==> src/rtl/bvd_pkg.sv <==
// bvd_pkg: shared types, constants and helpers for the button vote debouncer
// no dependencies; imported by every rtl file of the block

package bvd_pkg;

   localparam int BUTTONS          = 3;
   localparam int HISTORY_BITS     = 8;
   localparam int ONES_W           = $clog2(HISTORY_BITS + 1);
   localparam int TIME_W           = 32;
   localparam int TIMEOUT_W        = 8;
   localparam int SLEEP_UNIT_S     = 5;
   localparam int MS_PER_S         = 1000;
   localparam int SLEEP_UNIT_MS    = SLEEP_UNIT_S * MS_PER_S;
   localparam int WINDOW_W         = TIMEOUT_W + $clog2(SLEEP_UNIT_MS + 1);
   localparam int CSR_INDEX_W      = 1;
   localparam int CSR_DATA_W       = 8;

   localparam logic [ONES_W-1:0]       PRESS_MIN_ONES   = ONES_W'(4);
   localparam logic [ONES_W-1:0]       RELEASE_MAX_ONES = ONES_W'(4);
   localparam logic [HISTORY_BITS-1:0] WAKE_HISTORY     = HISTORY_BITS'(4);

   // command codes carried in the word
   localparam logic CMD_SAMPLE = 1'b0;
   localparam logic CMD_WAKE   = 1'b1;

   // register indexes
   localparam logic [CSR_INDEX_W-1:0] CSR_HANDLER_ENABLE = CSR_INDEX_W'(0);
   localparam logic [CSR_INDEX_W-1:0] CSR_SLEEP_TIMEOUT  = CSR_INDEX_W'(1);

   typedef struct packed {
      logic               cmd;
      logic [BUTTONS-1:0] raw_levels;
      logic [BUTTONS-1:0] handler_accepts;
      logic [TIME_W-1:0]  now_ms;
   } req_type;

   typedef struct packed {
      logic [BUTTONS-1:0] held;
      logic [BUTTONS-1:0] handler_calls;
      logic [BUTTONS-1:0] press_events;
      logic               active;
   } rsp_type;

   typedef struct packed {
      logic [BUTTONS-1:0]  handler_enable;
      logic [WINDOW_W-1:0] window_ms;
      logic                always_active;
   } cfg_type;

   typedef struct packed {
      logic held;
      logic handler_call;
      logic press_evt;
      logic recent;
   } btn_status_type;

   function automatic logic [ONES_W-1:0] ones_in(input logic [HISTORY_BITS-1:0] v);
      logic [ONES_W-1:0] n;
      n = '0;
      for (int i = 0; i < HISTORY_BITS; i++) begin
         n = n + ONES_W'(v[i]);
      end
      return n;
   endfunction

endpackage

==> src/rtl/button_vote_debouncer_core.sv <==
// button_vote_debouncer_core: an accepted req word goes into the input register,
// then into the result register, which drives rsp valid; a full result register
// that is not read holds the word back. One word per cycle while rsp_ready stays
// high, with a single pass through the button lanes between the two registers.
// reset (synchronous, active high) clears histories, flags, press times and both
// valid flags; an empty pipe accepts a word once reset is released. depends on bvd_pkg, bvd_csr, bvd_button

module button_vote_debouncer_core
   import bvd_pkg::*;
(
   input  logic                   clock,
   input  logic                   reset,
   input  logic                   req_valid,
   output logic                   req_ready,
   input  req_type                req_data,
   output logic                   rsp_valid,
   input  logic                   rsp_ready,
   output rsp_type                rsp_data,
   input  logic                   csr_we,
   input  logic [CSR_INDEX_W-1:0] csr_index,
   input  logic [CSR_DATA_W-1:0]  csr_wdata
);

   cfg_type        cfg;
   btn_status_type status [BUTTONS];

   logic    in_valid_ff, in_valid_in;
   req_type in_word_ff;
   logic    out_valid_ff, out_valid_in;
   rsp_type out_word_ff, out_word_in;
   logic    advance;
   logic    req_take;
   logic    any_recent;

   bvd_csr u_csr (
      .clock     (clock),
      .reset     (reset),
      .csr_we    (csr_we),
      .csr_index (csr_index),
      .csr_wdata (csr_wdata),
      .cfg       (cfg)
   );

   // the buffered word moves to the result register when that one is empty or its word is being taken
   assign advance   = in_valid_ff & (~out_valid_ff | rsp_ready);
   assign req_ready = ~in_valid_ff | advance;
   assign req_take  = req_valid & req_ready;

   for (genvar b = 0; b < BUTTONS; b++) begin : g_btn
      bvd_button u_btn (
         .clock          (clock),
         .reset          (reset),
         .advance        (advance),
         .cmd            (in_word_ff.cmd),
         .raw_level      (in_word_ff.raw_levels[b]),
         .handler_accept (in_word_ff.handler_accepts[b]),
         .handler_enable (cfg.handler_enable[b]),
         .now_ms         (in_word_ff.now_ms),
         .window_ms      (cfg.window_ms),
         .status         (status[b])
      );
   end

   always_comb begin
      any_recent = 1'b0;
      for (int b = 0; b < BUTTONS; b++) begin
         out_word_in.held[b]          = status[b].held;
         out_word_in.handler_calls[b] = status[b].handler_call;
         out_word_in.press_events[b]  = status[b].press_evt;
         any_recent                   = any_recent | status[b].recent;
      end
      out_word_in.active = cfg.always_active | any_recent;
   end

   assign in_valid_in  = req_take | (in_valid_ff & ~advance);
   assign out_valid_in = advance | (out_valid_ff & ~rsp_ready);

   always_ff @(posedge clock) begin
      if (reset) begin
         in_valid_ff  <= 1'b0;
         out_valid_ff <= 1'b0;
      end else begin
         in_valid_ff  <= in_valid_in;
         out_valid_ff <= out_valid_in;
      end
   end

   always_ff @(posedge clock) begin
      if (req_take) begin
         in_word_ff <= req_data;
      end
      if (advance) begin
         out_word_ff <= out_word_in;
      end
   end

   assign rsp_valid = out_valid_ff;
   assign rsp_data  = out_word_ff;

endmodule

==> src/rtl/bvd_csr.sv <==
// bvd_csr: configuration registers, with the sleep window precomputed in ms
// depends on bvd_pkg

module bvd_csr
   import bvd_pkg::*;
(
   input  logic                   clock,
   input  logic                   reset,
   input  logic                   csr_we,
   input  logic [CSR_INDEX_W-1:0] csr_index,
   input  logic [CSR_DATA_W-1:0]  csr_wdata,
   output cfg_type                cfg
);

   logic [BUTTONS-1:0]  handler_enable_ff, handler_enable_in;
   logic [WINDOW_W-1:0] window_ff, window_in;
   logic                always_active_ff, always_active_in;
   logic [TIMEOUT_W-1:0] timeout_wr;

   assign timeout_wr = csr_wdata[TIMEOUT_W-1:0];

   always_comb begin
      handler_enable_in = handler_enable_ff;
      window_in         = window_ff;
      always_active_in  = always_active_ff;
      if (csr_we) begin
         case (csr_index)
            CSR_HANDLER_ENABLE: begin
               handler_enable_in = csr_wdata[BUTTONS-1:0];
            end
            CSR_SLEEP_TIMEOUT: begin
               window_in        = WINDOW_W'(timeout_wr) * WINDOW_W'(SLEEP_UNIT_MS);
               always_active_in = (timeout_wr == '0);
            end
            default: begin
               handler_enable_in = handler_enable_ff;
            end
         endcase
      end
   end

   always_ff @(posedge clock) begin
      if (reset) begin
         handler_enable_ff <= '0;
         window_ff         <= '0;
         always_active_ff  <= 1'b1;
      end else begin
         handler_enable_ff <= handler_enable_in;
         window_ff         <= window_in;
         always_active_ff  <= always_active_in;
      end
   end

   assign cfg.handler_enable = handler_enable_ff;
   assign cfg.window_ms      = window_ff;
   assign cfg.always_active  = always_active_ff;

endmodule

==> src/rtl/bvd_button.sv <==
// bvd_button: one button lane: sample history, press flags, press time
// depends on bvd_pkg

module bvd_button
   import bvd_pkg::*;
(
   input  logic                clock,
   input  logic                reset,
   input  logic                advance,
   input  logic                cmd,
   input  logic                raw_level,
   input  logic                handler_accept,
   input  logic                handler_enable,
   input  logic [TIME_W-1:0]   now_ms,
   input  logic [WINDOW_W-1:0] window_ms,
   output btn_status_type      status
);

   logic [HISTORY_BITS-1:0] history_ff, history_in;
   logic                    captured_ff, captured_in;
   logic                    done_ff, done_in;
   logic [TIME_W-1:0]       last_ff, last_in;

   logic                    pressed;
   logic [HISTORY_BITS-1:0] shifted;
   logic [ONES_W-1:0]       ones;
   logic [TIME_W-1:0]       elapsed;

   assign pressed = ~raw_level;
   assign shifted = {history_ff[HISTORY_BITS-2:0], pressed};
   assign ones    = ones_in(shifted);

   always_comb begin
      history_in          = history_ff;
      captured_in         = captured_ff;
      done_in             = done_ff;
      last_in             = last_ff;
      status.held         = 1'b0;
      status.handler_call = 1'b0;
      status.press_evt    = 1'b0;
      if (cmd == CMD_WAKE) begin
         history_in  = WAKE_HISTORY;
         captured_in = 1'b1;
         done_in     = 1'b1;
         last_in     = now_ms;
      end else begin
         history_in = shifted;
         if (pressed) begin
            if (ones >= PRESS_MIN_ONES) begin
               status.held = 1'b1;
               if (!captured_ff) begin
                  last_in     = now_ms;
                  captured_in = 1'b1;
               end
               status.handler_call = ~done_ff & handler_enable;
               status.press_evt    = ~done_ff & handler_enable & handler_accept;
               done_in             = done_ff | status.press_evt;
            end
         end else if (ones <= RELEASE_MAX_ONES) begin
            captured_in = 1'b0;
            done_in     = 1'b0;
         end
      end
      // activity looks at the press time after this word's update
      elapsed       = now_ms - last_in;
      status.recent = (elapsed < TIME_W'(window_ms));
   end

   always_ff @(posedge clock) begin
      if (reset) begin
         history_ff  <= '0;
         captured_ff <= 1'b0;
         done_ff     <= 1'b0;
         last_ff     <= '0;
      end else if (advance) begin
         history_ff  <= history_in;
         captured_ff <= captured_in;
         done_ff     <= done_in;
         last_ff     <= last_in;
      end
   end

endmodule

==> config.mk <==
export PLATFORM = sky130hd
export DESIGN_NAME = button_vote_debouncer_core
export DESIGN_NICKNAME = d
export VERILOG_FILES = /design/src/rtl/bvd_pkg.sv /design/src/rtl/button_vote_debouncer_core.sv /design/src/rtl/bvd_csr.sv /design/src/rtl/bvd_button.sv
export SDC_FILE = /design/constraint.sdc
export NUM_CORES = 1
export LEC_CHECK = 0
export BUFFER_PORTS_ARGS = -buffer_cell sky130_fd_sc_hd__buf_2
export CORE_UTILIZATION = 58
export CTS_BUF_LIST = sky130_fd_sc_hd__clkbuf_4 sky130_fd_sc_hd__clkbuf_8
export CTS_CLUSTER_DIAMETER = 120
export DETAILED_ROUTE_END_ITERATION = 10
export PLACE_DENSITY = 0.76
export RECOVER_POWER = 100
export SLEW_MARGIN = 15
export SYNTH_ARGS = -nofsm -noshare
export SYNTH_HDL_FRONTEND = slang
export SYNTH_SLANG_ARGS = --single-unit
==> constraint.sdc <==
create_clock -name clock -period 9.1 [get_ports clock]
set_clock_uncertainty 0.1 [all_clocks]
set_input_delay 0.91 -clock clock [delete_from_list [all_inputs] [get_ports clock]]
set_output_delay 0.91 -clock clock [all_outputs]
set_load 0.1 [all_outputs]
* After elaboration in Yosys (flattened, before gate mapping)
Index checks and enable logic that the tools add are counted.
** Storage, ports and cells
- Flip-flop bits (word level) :: 196
- Output and inout port bits :: 12
- Logic and storage cells :: 156
** Cells by class
- Add/subtract/negate cells :: 24
- $mul :: 1
- $lt $le $gt $ge :: 9
- Equality and inequality tests :: 3
- Muxes and demuxes :: 39
- Bitwise operators :: 34
- Reduce and logical (&&, ||, !) cells :: 15
** Operators by type and width (count)
- $mux 32 :: 12
- $lt 32x21->1 :: 3
- $sub 32x32->32 :: 3
- $add 4x1->4 :: 15
- $mux 1 :: 21
- $mux 7 :: 3
- $mul 8x10->18 const B :: 1
- $not 1->1 :: 14
- $ge 4x3->1 const B :: 3
- $le 4x3->1 const B :: 3
- $and 1x1->1 :: 10
- $or 1x1->1 :: 10
- $add 2x1->3 :: 3
- $mux 3 :: 3
- $ne 3x1->1 const B :: 3
- $reduce_and 3->1 :: 3
- $reduce_bool 3->1 :: 3
- $reduce_or 3->1 :: 3
- $logic_not 8->1 :: 1
- $add 1x1->2 :: 3
- $reduce_or 2->1 :: 3
- $reduce_and 2->1 :: 2

* Longest topological paths before layout
Gate-level depths: netlist (run 1).
- Word-level depth :: 17
- Depth in mapped cells :: 36
- Mapped depth without buffers :: 35

* Modules after synthesis
From an unflattened synthesis (run 1), not the netlist that was laid out.
** Second synthesis, totals
- Cells, all modules :: 1895
- Area, all modules :: 16437.0 um2
** By module, submodules not included
- bvd_button (g_btn[1].u_btn) :: instances 1, cells an instance 541, area an instance 4326.6 um2, sequential area each 820.8 um2
- bvd_button (g_btn[0].u_btn) :: instances 1, cells an instance 538, area an instance 4325.4 um2, sequential area each 820.8 um2
- bvd_button (g_btn[2].u_btn) :: instances 1, cells an instance 540, area an instance 4259.1 um2, sequential area each 820.8 um2
- bvd_csr :: instances 1, cells an instance 216, area an instance 1963.1 um2, sequential area each 440.4 um2
- button_vote_debouncer_core :: instances 1, cells an instance 60, area an instance 1562.7 um2, sequential area each 1511.4 um2

* Worst setup path before layout (run 1)
Ideal clock, no wire load.
- Path type :: register to register
- From :: register in_word_ff[36] (netlist bit)
- To :: register out_word_ff (netlist bit rsp_data[0]), data pin
- Library setup time :: 0.180 ns
- Arrival :: 7.350 ns
- Path slack :: 1.470 ns
- Stages on the path, launching flop included :: 37
- Period minus slack after synthesis :: 7.630 ns
- Cell sequence :: edfxtp_1 > inv_1 > fa_1 > inv_1 > fa_1 > fa_1 > inv_1 > ha_1 > inv_1 > fa_1 > nand2b_1 > o211a_1 > nor2_1 > buf_1 > mux2i_1 > ha_1 > a211oi_1 > a21oi_1 > a31oi_1 > nor2b_1 > o21ai_0 > nand2b_1 > a21o_1 > a21oi_1 > o21ai_0 > xor2_1 > ha_1 > nand2_1 > nor2_1 > a2111oi_0 > o31a_1 > o21ai_0 > a2111oi_0 > o2111ai_1 > nor4_1 > a311oi_1 > o41ai_2
** RTL lines
- start: declaration :: RTL line button_vote_debouncer_core.sv:28 : req_type in_word_ff;
- start signal: assignment :: RTL line button_vote_debouncer_core.sv:90 : in_word_ff <= req_data;
- end signal: assignment :: RTL line button_vote_debouncer_core.sv:93 : out_word_ff <= out_word_in;
- end: declaration :: RTL line button_vote_debouncer_core.sv:30 : rsp_type out_word_ff, out_word_in;

==> results.toml, run 1 <==
[timing]
setup_viol = 0
relSlewSlack_pct = -174
rsz0062_at_grt = "no"
fin_setup_tns_ns = 0
timing.final.crit_period_ns = 8.55
worst_slack_ns = 0.552
slew_viol_final = 376
period_share_pct = 93.9
worst_pin_slew_ns = 4.10
hold_violations = 0
fmax_mhz = 117

[power_and_ir_drop]
power_frac_comb_pct = 39.5
switchingPower_mw = 1.11
power.total_mw = 2.73
seq_power_share_pct = 36.4
leakagePower_nw = 6.95
clkPwrFrac_pct = 24.1
powerDensity_mw_per_mm2 = 166
ir_worst_vdd_mv = 0.120
internal_power_mw = 1.62
switching_share_pct = 40.6

[place]
port_buffers = 64
hpwlAfterDp_um = 29900
pre_cts_ws_ns = 0.634
place.gp.congestion = 0.925

[clock_network]
cts_setup_buffers = 0
clkTransAtPathRegs_ns = 0.15
cts_tree = "yes"
cts_buffers = 17
clk_latency_ns = 0.53
clock_path_buffers = 2
ctsRootBufferMaster = "clkbuf_8"
clock_sinks = 196
cts_hold_buf = 0
ctsHtreeMaxLevel = 4
post_cts_resized = 0

[setup_path]
crit_path_max_incr_delay_ns = 0.58
endpoint_kind = "flop"
critPathLaunchType = "flop"
cp_common_cell = "inv_1"
worstSetupPathType = "flop to flop"
cp_slowest_cell = "nor2_4"
crit_required_ns = 9.33
crit_path_max_fanout = 18
cp_data_arrival_time_ns = 8.78

[drt]
drtIter0Drc = 1033
vias_per_cell = 6.21
drt_pass1_iterations = 5
postRouteAntennaNets = 0
drcViolationCount = 0
vias = 13500
wirelength_um = 39900
wire_per_inst_um = 18.3

[final_layout]
drive_gt1_share_pct = 5.70
fillers = 2263
area_delta_synth_final_pct = 6.39
utilization_pct = 63.0
num_antenna_cells = 0
nNetsFinal = 2100

[synthesis]
synthFlopType = "dfxtp_1"
synth.top_cells.by_area = "dfxtp_1, ha_1, edfxtp_1"
async_flop_share_pct = 0
synth_area_per_cell_um2 = 8.50
seq_area_frac_synth_pct = 28.6
syn_area_mm2 = 0.0154
synth_edf_count = 49
synth.distinct_cells = 74
synth_top_area_share_pct = 19.1
synthCells = 1814
synth_top_area_cell = "dfxtp_1"
yosysWarningCount = 0
synthesis.nets = 2085
synth-seq-cells = 196

[floorplan]
dieWidth_um = 165
die_area_mm2 = 0.0273
fp.coreArea_mm2 = 0.0261
die_h_um = 165
start_util_pct = 59.2
io_pins = 65
num_rows = 59

[global_route]
antenna_found_initial = 1
grt_use_total_pct = 30.0
grt_pass1_wl_um = 63500
grt_max_degree = 88
grt_overflow = 0
grt_pass1_vias = 12400

[run]
cap_violations = 6

[status]
failed_checks = "capacitance limit, slew limit"
status = "complete, but fails checks"

[worst_hold_path]
min_path_type = "flop to flop"
[stage by stage]
step,cells,area (um^2),hold WS [ns]
global placement,2145,16000,0.341
floorplan,1814,15400,0.332
CTS,2177,16500,0.362
finish,2177,16400,0.362
global route,2177,16400,0.381
detailed placement,2145,16000,0.346
[power groups by stage]
stage,registers (mW),clock network (mW),logic [mW]
after global placement,1.01,0,1.03
after floorplan,1.00,0,0.804
after CTS,0.992,0.667,1.06
after global routing,1.00,0.701,1.21
after detailed placement,1.01,0,1.05
final,0.993,0.658,1.08
[critical path: cells and delay by family, from the launching register on]
kind	cells	cell delay [ns]
AO/OA/AOI/OAI	11	2.07
adder cells (fa/ha/maj)	7	2.53
AND/OR/NAND/NOR	7	1.76
flip-flops	1	0.55
XOR/XNOR	1	0.19
multiplexers	1	0.29
buffers and inverters	6	0.82
[layout make-up]
type | instances | area, um^2 | share of cell area, %
Multi-Input combinational cell | 1424 | 10300 | 62.8
Sequential cell | 196 | 4410 | 26.9
Inverter | 115 | 433 | 2.64
Tap cell | 335 | 419 | 2.55
Timing Repair Buffer | 75 | 369 | 2.25
Clock buffer | 17 | 234 | 1.43
Clock inverter | 15 | 233 | 1.42
[layout by cell type (no fill, tap or decap), types with 9 or more instances in the layout]
| cell | netlist | final |
|---|---|---|
| inv_1 | 115 | 114 |
| edfxtp_1 | 49 | 49 |
| nand2b_1 | 22 | 22 |
| o21a_1 | 15 | 15 |
| clkbuf_1 | 61 | 21 |
| nor2_1 | 154 | 151 |
| dfxtp_1 | 147 | 147 |
| o21ai_1 | 16 | 14 |
| nand4_1 | 21 | 21 |
| xnor2_1 | 41 | 41 |
| or3_1 | 9 | 9 |
| nand2_1 | 177 | 177 |
| o21ai_0 | 57 | 59 |
| o211ai_1 | 12 | 12 |
| a21oi_1 | 171 | 170 |
| a21o_1 | 62 | 62 |
| xor2_1 | 27 | 27 |
| a211oi_1 | 74 | 74 |
| clkbuf_8 | 0 | 17 |
| ha_1 | 194 | 194 |
| mux2i_1 | 107 | 107 |
| buf_2 | 1 | 46 |
| nor2b_1 | 21 | 21 |
| nor4_1 | 11 | 11 |
| nor3_1 | 28 | 28 |
| a31oi_1 | 16 | 16 |
| nand3_1 | 42 | 42 |
| fa_1 | 24 | 24 |
[state kept, by name, summed over array words and instances (netlist names)]
name	flops
rsp_data	10
g_btn.u_btn.done_ff	3
in_word_ff	39
rsp_valid	1
u_csr.always_active_ff	1
g_btn.u_btn.last_ff	96
g_btn.u_btn.captured_ff	3
u_csr.window_ff	18
in_valid_ff	1
u_csr.handler_enable_ff	3
g_btn.u_btn.history_ff	21
[Yosys cell counts, types with 8 or more instances]
cell,count
nor2_1,154
ha_1,194
clkbuf_1,61
buf_1,17
nor2b_1,21
a21o_1,62
nand2b_1,22
o21ai_0,57
edfxtp_1,49
o211ai_1,12
xor2_1,27
o21ai_1,16
or3_1,9
xnor2_1,41
and3_1,8
nand3_1,42
nor4_1,11
a211oi_1,74
inv_1,115
fa_1,24
nor3_1,28
mux2i_1,107
a21oi_1,171
nand2_1,177
a31oi_1,16
o21a_1,15
dfxtp_1,147
and2_1,9
nand4_1,21
[cells by family after synthesis]
| kind of cell | after synthesis | share of synthesized area, % |
|---|---|---|
| buffers and inverters | 194 | 4.73 |
| adders and majority gates | 218 | 18.8 |
| xor gates and xnor gates | 68 | 3.86 |
| DFF | 196 | 28.6 |
| AOI/OAI and AO/OA | 499 | 20.9 |
| and+or+nand+nor | 529 | 15.9 |
| muxes | 110 | 7.16 |
[worst paths after layout]
| check | start | to | slack [ns] | cells after the start |
|---|---|---|---|---|
| setup / recovery | in_word_ff[37] | rsp_data[0] | 0.55 | 33 |
| setup reg to reg | in_word_ff[37] | rsp_data[0] | 0.55 | 33 |
| hold reg to reg | g_btn[0].u_btn.last_ff[28] | g_btn[0].u_btn.last_ff[28] | 0.36 | 2 |
| hold / removal | g_btn[0].u_btn.last_ff[28] | g_btn[0].u_btn.last_ff[28] | 0.36 | 2 |
[per-layer routing]
layer	vias to the layer above	part of all wire, %	GRT usage, %
met2	443	45	47.2
li1	6601	-	-
met4	0	3.0	11.6
met3	75	6.7	5.54
met5	-	0	0
met1	6407	46	40.6
(Power assumes the default switching activity.)
==> run 2, diff against run 1 <==
Settings changed: SYNTH_HIERARCHICAL set to 1.
==> run 2 against run 1 <==
  * The run still ends with capacitance limit, slew limit left
  * Largest cell class unchanged
  * Worst setup slack improved by 0.18 ns
  * Non-clock buffer count decreased by 3
  * Highest routed layer unchanged
  * Critical path depth unchanged
  * Worst hold slack improved by 0.015 ns
  * Utilization decreased by 0.78 points
  * Final cell count increased by 5.4%
  * Die area increased by 6.5%
  * Sequential share of layout area decreased by 1.4 points
==> results.toml, run 2 <==
[status]
status = "complete, but fails checks"
failed_checks = "capacitance limit, slew limit"

[place]
place.gp.congestion = 0.928
hpwlAfterDp_um = 31800
post_dp_cell_area_mm2 = 0.0170
port_buffers = 64
pre_cts_ws_ns = 0.804
dp.cells = 2263

[drt]
drt_pass1_iterations = 6
vias = 14000
drtIter0Drc = 877
wirelength_um = 41900
postRouteAntennaNets = 0
drcViolationCount = 0
wire_per_inst_um = 18.2
vias_per_cell = 6.08

[worst_hold_path]
min_path_type = "flop to flop"
hold_depth = 2

[timing]
fin_setup_tns_ns = 0
worst_pin_slew_ns = 3.56
holdWs_ns = 0.377
worst_slack_ns = 0.737
setup_viol = 0
timing.final.crit_period_ns = 8.36
slew_viol_final = 424
fmax_mhz = 120
relSlewSlack_pct = -138
rsz0062_at_grt = "no"
hold_violations = 0
period_share_pct = 91.9

[clock_network]
post_cts_resized = 0
ctsHtreeMaxLevel = 4
cts_tree = "yes"
ctsRootBufferMaster = "clkbuf_8"
cts_buffers = 17
clkTransAtPathRegs_ns = 0.11
cts_setup_buffers = 0
clk_latency_ns = 0.50
clock_path_buffers = 2
clock_sinks = 196
cts_hold_buf = 0

[floorplan]
io_pins = 65
dieWidth_um = 170
start_util_pct = 59.0
fp.coreArea_mm2 = 0.0279
die_h_um = 170
num_rows = 61
die_area_mm2 = 0.0290

[setup_path]
endpoint_kind = "flop"
crit_path_max_incr_delay_ns = 0.56
critPathLaunchType = "flop"
path_depth = 33
crit_path_max_fanout = 8
crit_required_ns = 9.37
path_delay_family = "compound AO/OA/AOI/OAI gates"
r2r_cells = 33
cp_slowest_cell = "fa_1"
worstSetupPathType = "flop to flop"
crit_buf_inv = 4
cp_data_arrival_time_ns = 8.63

[final_layout]
num_antenna_cells = 0
area_delta_synth_final_pct = 5.42
final_cell_mix = "ha_1, nor2_1, inv_1"
finish.instance_area_mm2 = 0.0173
utilization_pct = 62.2
regMostFlops = "g_btn.u_btn/last_ff"
final_cells = 2295
reg.largest.list = "g_btn.u_btn/last_ff (96), in_word_ff (39), g_btn.u_btn/history_ff (21)"
drive_gt1_share_pct = 7.46
final_common_cell = "ha_1"
nNetsFinal = 2191
largest_register_ffs = 96

[synthesis]
synth.distinct_cells = 102
syn_area_mm2 = 0.0164
synth_area_per_cell_um2 = 8.67
synth_top_area_cell = "dfxtp_1"
synth.top_cells.by_area = "dfxtp_1, ha_1, edfxtp_1"
synth_edf_count = 49
seq_area_frac_synth_pct = 26.9
synth_top_area_share_pct = 17.9
synth_common_cells = "ha_1, nor2_1, inv_1"
async_flop_share_pct = 0
synthFlopType = "dfxtp_1"
yosysWarningCount = 6
synthCells = 1895
synth-seq-cells = 196
synth_most_common_cell = "ha_1"

[global_route]
grt_pass1_wl_um = 67400
grt_pass1_vias = 13200
antenna_found_initial = 0
gr-usage-met3_pct = 4.60
grt_overflow = 0
grt_use_total_pct = 29.6
grt_use_met1_pct = 39.4
busiest_layer = "met2"
grt_max_degree = 184
grt_use_met2_pct = 47.6

[run]
cap_violations = 5

[power_and_ir_drop]
leakagePower_nw = 7.24
powerDensity_mw_per_mm2 = 166
ir_worst_vdd_mv = 0.152
seq_power_share_pct = 35.7
internal_power_mw = 1.72
power.total_mw = 2.88
clkPwrFrac_pct = 20.4
switchingPower_mw = 1.16
power_frac_comb_pct = 43.9
switching_share_pct = 40.3
-- run 2: cell type report --
type | instances | area (um^2)
clock buffers | 19 | 262
clock inverters | 13 | 134
fillers | 2461 | 10500
inverters | 165 | 619
multi-input cells | 1452 | 11100
flip-flops and latches | 196 | 4410
well taps | 378 | 473
repair buffers | 72 | 357
-- run 2: power groups by stage --
stage,clock network (mW),logic (mW),registers (mW)
2_1_floorplan,0,0.961,1.02
3_3_place_gp,0,1.21,1.04
3_5_place_dp,0,1.23,1.04
4_1_cts,0.607,1.24,1.02
5_1_grt,0.637,1.40,1.03
6_report,0.588,1.26,1.03
-- run 2: cells by family after synthesis --
| kind of cell | synth area share [%] |
|---|---|
| multiplexers | 6.81 |
| AND/OR/NAND/NOR | 14.8 |
| AO/OA/AOI/OAI | 22.7 |
| flip-flops | 26.9 |
| other | 0.0228 |
| XOR/XNOR | 3.83 |
| buffers and inverters | 5.94 |
| adder cells (fa/ha/maj) | 19.0 |
-- run 2: worst paths after layout --
kind,start,slack (ns),endpoint
setup reg to reg,g_btn[0].u_btn/history_ff[0],0.74,rsp_data[0]
setup / recovery,g_btn[0].u_btn/history_ff[0],0.74,rsp_data[0]
hold / removal,g_btn[0].u_btn/history_ff[1],0.38,g_btn[0].u_btn/history_ff[1]
hold reg to reg,g_btn[0].u_btn/history_ff[1],0.38,g_btn[0].u_btn/history_ff[1]
-- run 2: worst register-to-register path: cells and delay by family (launching register included) --
kind	cells	cell delay, ns
mux	1	0.30
fa+ha+maj	7	2.58
xor+xnor	1	0.12
buf+inv	4	0.32
simple gates	7	1.25
flops	1	0.37
compound gates	13	3.20
-- run 2: metal layers --
metal | routed length [um] | share of wire (%)
met5 | 0 | 0
met4 | 1480 | 3.5
met3 | 2020 | 4.8
met2 | 18700 | 45
met1 | 19700 | 47
